$ cat config.mk
export PLATFORM = sky130hd
export DESIGN_NAME = min_key_priority_queue
export DESIGN_NICKNAME = d
export VERILOG_FILES = /design/src/rtl/mkpq_pkg.sv /design/src/rtl/mkpq_cell.sv /design/src/rtl/min_key_priority_queue.sv
export SDC_FILE = /design/constraint.sdc
export NUM_CORES = 2
export LEC_CHECK = 0
export ABC_AREA = 1
export ABC_CLOCK_PERIOD_IN_PS = 8310
export BUFFER_PORTS_ARGS = -buffer_cell sky130_fd_sc_hd__buf_2
export CAP_MARGIN = 5
export CORE_AREA = 10 10 344 346
export CTS_BUF_LIST = sky130_fd_sc_hd__clkbuf_4 sky130_fd_sc_hd__clkbuf_8
export CTS_CLUSTER_DIAMETER = 80
export CTS_CLUSTER_SIZE = 25
export DETAILED_ROUTE_END_ITERATION = 10
export DIE_AREA = 0 0 354 356
export PLACE_DENSITY = 0.62
export SLEW_MARGIN = 20
export SYNTH_ARGS = -nofsm -noshare
export SYNTH_HDL_FRONTEND = slang
export SYNTH_HIERARCHICAL = 1
export SYNTH_SLANG_ARGS = --single-unit
$ cat constraint.sdc
create_clock -name clk -period 8.31 [get_ports clk]
set_clock_uncertainty 0.05 [all_clocks]
set_input_delay 0.4155 -clock clk [delete_from_list [all_inputs] [get_ports clk]]
set_output_delay 0.4155 -clock clk [all_outputs]
set_load 0.02 [all_outputs]
$ cat src/rtl/mkpq_pkg.sv
package mkpq_pkg;

  // Default sizing of the queue.
  localparam int DEF_CAPACITY = 16;
  localparam int DEF_KEY_BITS = 16;

  // Fixed port widths of the transaction fields.
  localparam int KEY_PORT_W = 16;
  localparam int PAYLOAD_W  = 32;
  localparam int STATUS_W   = 2;
  localparam int OCC_W      = 5;

  // Function codes of an input transaction.
  localparam logic FUNC_ENQ = 1'b0;
  localparam logic FUNC_DEQ = 1'b1;

  // Result status codes.
  typedef enum logic [STATUS_W-1:0] {
    ST_OK    = 2'd0,
    ST_EMPTY = 2'd1,
    ST_FULL  = 2'd2
  } status_t;

  // Command broadcast from the control logic to every slot.
  typedef struct packed {
    logic                  enq;
    logic                  deq;
    logic [KEY_PORT_W-1:0] key;
    logic [PAYLOAD_W-1:0]  payload;
  } cell_cmd_t;

endpackage

$ cat src/rtl/mkpq_cell.sv
module mkpq_cell import mkpq_pkg::*; #(
  parameter int KW = DEF_KEY_BITS
) (
  input  logic                 clk,
  input  cell_cmd_t            cmd,
  input  logic                 occupied,
  input  logic                 left_le,
  input  logic [KW-1:0]        left_key,
  input  logic [PAYLOAD_W-1:0] left_payload,
  input  logic [KW-1:0]        right_key,
  input  logic [PAYLOAD_W-1:0] right_payload,
  output logic                 le,
  output logic [KW-1:0]        entry_key,
  output logic [PAYLOAD_W-1:0] entry_payload
);

  // A held entry whose key is not above the new key stays in front of it.
  assign le = occupied && (entry_key <= cmd.key[KW-1:0]);

  // Keep, take the new entry, shift toward the tail, or shift toward the head.
  always_ff @(posedge clk) begin
    if (cmd.enq) begin
      if (!le) begin
        if (left_le) begin
          entry_key     <= cmd.key[KW-1:0];
          entry_payload <= cmd.payload;
        end else begin
          entry_key     <= left_key;
          entry_payload <= left_payload;
        end
      end
    end else if (cmd.deq) begin
      entry_key     <= right_key;
      entry_payload <= right_payload;
    end
  end

endmodule

$ cat src/rtl/min_key_priority_queue.sv
// A transaction accepted at a clock edge is held in the input register; the
// result register then raises its result strobe (done).
// Throughput: one transaction per cycle; busy is never raised, since the slot
// array updates all slots in parallel in the cycle after the input register.
// Reset (synchronous, rst high) empties the queue and clears the done strobe.
// The receiver cannot stall: each result is shown for exactly one cycle.
module min_key_priority_queue import mkpq_pkg::*; #(
  parameter int CAPACITY = DEF_CAPACITY,
  parameter int KEY_BITS = DEF_KEY_BITS
) (
  input  logic                  clk,
  input  logic                  rst,
  input  logic                  start,
  output logic                  busy,
  input  logic                  func,
  input  logic [KEY_PORT_W-1:0] key,
  input  logic [PAYLOAD_W-1:0]  payload,
  output logic                  done,
  output logic                  out_valid,
  output logic [KEY_PORT_W-1:0] out_key,
  output logic [PAYLOAD_W-1:0]  out_payload,
  output logic [STATUS_W-1:0]   status,
  output logic [OCC_W-1:0]      occupancy
);

  // Only the low bits of the key port reach storage.
  localparam int KW    = (KEY_BITS < KEY_PORT_W) ? KEY_BITS : KEY_PORT_W;
  localparam int CNT_W = $clog2(CAPACITY + 1);

  logic                  in_vld;
  logic                  in_func;
  logic [KEY_PORT_W-1:0] in_key;
  logic [PAYLOAD_W-1:0]  in_payload;
  logic [CNT_W-1:0]      count;
  logic [CNT_W-1:0]      count_next;
  logic                  full;
  logic                  empty;
  cell_cmd_t             cmd;
  status_t               st_next;

  logic [CAPACITY-1:0]   occ;
  logic [CAPACITY-1:0]   le;
  logic [KW-1:0]         slot_key     [CAPACITY];
  logic [PAYLOAD_W-1:0]  slot_payload [CAPACITY];

  assign busy = 1'b0;

  // Input register.
  always_ff @(posedge clk) begin
    if (rst) begin
      in_vld <= 1'b0;
    end else begin
      in_vld <= start && !busy;
    end
    in_func    <= func;
    in_key     <= key;
    in_payload <= payload;
  end

  // Decode of the registered transaction against the current fill level.
  always_comb begin
    full        = (count == CNT_W'(CAPACITY));
    empty       = (count == '0);
    cmd.enq     = in_vld && (in_func == FUNC_ENQ) && !full;
    cmd.deq     = in_vld && (in_func == FUNC_DEQ) && !empty;
    cmd.key     = in_key & KEY_PORT_W'((64'd1 << KW) - 64'd1);
    cmd.payload = in_payload;
    count_next  = count;
    st_next     = ST_OK;
    if (cmd.enq) begin
      count_next = count + CNT_W'(1);
    end else if (cmd.deq) begin
      count_next = count - CNT_W'(1);
    end
    if (in_vld && (in_func == FUNC_ENQ) && full) begin
      st_next = ST_FULL;
    end else if (in_vld && (in_func == FUNC_DEQ) && empty) begin
      st_next = ST_EMPTY;
    end
  end

  // Sorted slot array, slot 0 at the head. The head slot has nothing in
  // front of it, so it takes the new entry whenever its own entry moves back.
  for (genvar i = 0; i < CAPACITY; i++) begin : g_slot
    assign occ[i] = (CNT_W'(i) < count);
    mkpq_cell #(
      .KW(KW)
    ) u_cell (
      .clk           (clk),
      .cmd           (cmd),
      .occupied      (occ[i]),
      .left_le       ((i == 0) ? 1'b1 : le[(i == 0) ? 0 : i - 1]),
      .left_key      (slot_key[(i == 0) ? 0 : i - 1]),
      .left_payload  (slot_payload[(i == 0) ? 0 : i - 1]),
      .right_key     (slot_key[(i == CAPACITY - 1) ? i : i + 1]),
      .right_payload (slot_payload[(i == CAPACITY - 1) ? i : i + 1]),
      .le            (le[i]),
      .entry_key     (slot_key[i]),
      .entry_payload (slot_payload[i])
    );
  end

  // Fill count and result register.
  always_ff @(posedge clk) begin
    if (rst) begin
      count <= '0;
      done  <= 1'b0;
    end else begin
      count <= count_next;
      done  <= in_vld;
    end
    out_valid   <= cmd.deq;
    out_key     <= cmd.deq ? KEY_PORT_W'(slot_key[0]) : '0;
    out_payload <= cmd.deq ? slot_payload[0] : '0;
    status      <= st_next;
    occupancy   <= OCC_W'(count_next);
  end

endmodule

==> results.py <==
metrics = {
    "place": {
        "place_hpwl_um": 92140,
        "place_congestion": 0.8064,
        "pre_cts_slack_ns": 4.330,
        "numPortBuffers": 108,
    },
    "critical_path": {
        "worstSetupEndpointType": "register",
        "crit_family": "buffers and inverters",
        "cp_cell_sequence": "inv_1 -> ha_1 -> a21oi_1 -> nand2_1 -> a21oi_1 -> nand2_1 -> nand2_1 -> nand2_1 -> inv_1 -> buf_4 -> inv_4 -> nor2_1 -> o21ai_0",
        "reg2reg_slack_ns": 4.53,
        "cp_num_buf_inv": 4,
        "worst_r2r_startpoint": "in_key[11]",
        "start_kind": "register",
        "path_max_fanout": 48,
        "cpPeakStageDelay_ns": 0.96,
        "crit_slowest_cell": "dfxtp_2",
        "r2r_end": "g_slot[15].u_cell/entry_payload[2]",
        "crit_cells": 13,
        "cp.arrival_ns": 4.28,
        "reg2reg_depth": 13,
        "criticalPathCategory": "register to register",
        "crit_top_cell": "nand2_1",
        "worstPathRequired_ns": 8.81,
    },
    "global_routing": {
        "grt_antenna_before_repair": 1,
        "grt_usage_pct": 20.77,
        "grt_overflow_total": 0,
        "grt_max_degree": 296,
        "grt_first_pass_wirelength_um": 217700,
        "grt_pass1_vias": 40320,
    },
    "timing": {
        "fin_crit_sh_pct": 45.46,
        "slew_headroom_pct": 4.106,
        "tns_ns": 0,
        "rsz0062_at_grt": "no",
        "fmax_mhz": 264.7,
        "worst_pin_slew_ns": 1.438,
        "period_needed_ns": 3.778,
        "setup_viol": 0,
        "slew_violations": 0,
        "setup_slack_ns": 4.532,
        "hold_viol_final": 0,
    },
    "layout": {
        "final_common_cell": "o21ai_0",
        "final_nets": 5971,
        "drive_gt1_share_pct": 11.26,
        "areaGrowthSynthToFinish_pct": 5.082,
        "final_cell_mix": "o21ai_0 (1,239), nand2_1 (1,135), edfxtp_1 (768)",
    },
    "floorplanning": {
        "rows": 123,
        "die_w_um": 354,
        "core-area_um2": 111600,
        "pin_count": 110,
        "die_y_um": 356,
        "die_area_um2": 126000,
        "start_util_pct": 44.68,
    },
    "synth": {
        "avgSynthCellArea_um2": 8.714,
        "syn_area_um2": 49850,
        "syn-instance-count": 5721,
        "yosys_warnings": 6,
    },
    "detailed_routing": {
        "initialDrtViolationCount": 3507,
        "dr_total_vias": 39870,
        "routedWlPerCell_um": 18.88,
        "drtAntennaViolNets": 0,
        "drc": 0,
        "wl_um": 135900,
        "vias_per_cell": 5.536,
        "dr.pass1.iters": 6,
    },
    "worst_hold_path": {
        "holdPathEnd": "in_key[12]",
        "hold_path_class": "input pin to register",
        "hold_depth": 2,
        "holdCritStartpoint": "key[12]",
    },
    "clock_network": {
        "path_clk_slew_ns": 0.13,
        "cts_root_buffer": "clkbuf_8",
        "tritoncts": "done",
        "worstSkewPairLatency_ns": 0.83,
        "cts_setup_buffers": 0,
        "clockBufferDepth": 3,
        "cts_buffers": 50,
        "ctsResizeCount": 0,
        "ctsHoldBuffers": 52,
        "htreeDepth": 2,
        "clkSinkCount": 880,
    },
    "power": {
        "p_leak_uw": 0.02132,
        "vdd_drop_max_uv": 146.5,
        "total_power_uw": 9186,
        "p_per_area_nw_per_um2": 175.3,
    },
    "outcome": {
        "status": "complete, no violations",
    },
    "flow_run": {
        "cap_violations": 0,
    },
}
[power by group]
| part | internal, uW | switching (uW) |
|---|---|---|
| Clock | 754 | 1600 |
| Sequential | 5180 | 274 |
| Combinational | 409 | 967 |
[worst reg2reg max path, stage by stage, from the launching register on]
cell and delay (ns):
dfxtp_2 0.96, inv_1 0.13, ha_1 0.36, a21oi_1 0.16
nand2_1 0.07, a21oi_1 0.12, nand2_1 0.06, nand2_1 0.06
nand2_1 0.06, inv_1 0.31, buf_4 0.48, inv_4 0.39
nor2_1 0.20, o21ai_0 0.12
[layer usage]
| layer | GRT usage [%] | up-vias | wire (um) |
|---|---|---|---|
| li1 | - | 19170 | - |
| met1 | 26.53 | 19680 | 59170 |
| met2 | 37.74 | 855 | 69680 |
| met3 | 1.684 | 165 | 4567 |
| met4 | 5.061 | 0 | 2531 |
| met5 | 0 | - | 0 |
[sequential cells by signal, summed over array words and instances (netlist names)]
signal and flops:
occupancy 5, done 1, in_vld 1, in_func 1, count 5, out_valid 1
out_payload 32, g_slot.u_cell/entry_payload 512, g_slot.u_cell/entry_key 256, in_payload 32, status 2, out_key 16
in_key 16
[layout make-up]
| cell class | count | area, um^2 |
|---|---|---|
| Fill cell | 10800 | 59190 |
| Sequential cell | 880 | 25320 |
| Multi-Input combinational cell | 4083 | 20910 |
| Tap cell | 1500 | 1877 |
| Inverter | 432 | 1662 |
| Timing Repair Buffer | 212 | 1468 |
| Clock buffer | 64 | 824.5 |
| Clock inverter | 30 | 326.6 |
| Antenna cell | 1 | 2.502 |
[metrics by stage]
stage | std cells | area, um^2 | hold slack [ns] | util, %
final | 7202 | 52390 | 0.1817 | 46.95
after global routing | 7202 | 52390 | 0.1428 | 46.95
after CTS | 7201 | 52360 | 0.1015 | 46.93
after detailed placement | 7055 | 50690 | 0.4004 | 45.43
after global placement | 7055 | 50650 | 0.3969 | 45.40
after floorplan | 5724 | 49860 | 0.3802 | -
[worst max-delay path by stage]
stage               startpoint                                  end  slack [ns]
floorplan             count[0]        g_slot[0].u_cell/entry_key[0]        3.52
global placement      count[0]   g_slot[5].u_cell/entry_payload[10]        4.43
detailed placement    count[0]   g_slot[5].u_cell/entry_payload[11]        4.33
CTS                   count[0]   g_slot[5].u_cell/entry_payload[30]        4.32
global route        in_key[11]  g_slot[15].u_cell/entry_payload[18]        4.18
finish              in_key[11]   g_slot[15].u_cell/entry_payload[2]        4.53
Note: power is estimated with default switching activity, not from simulation.
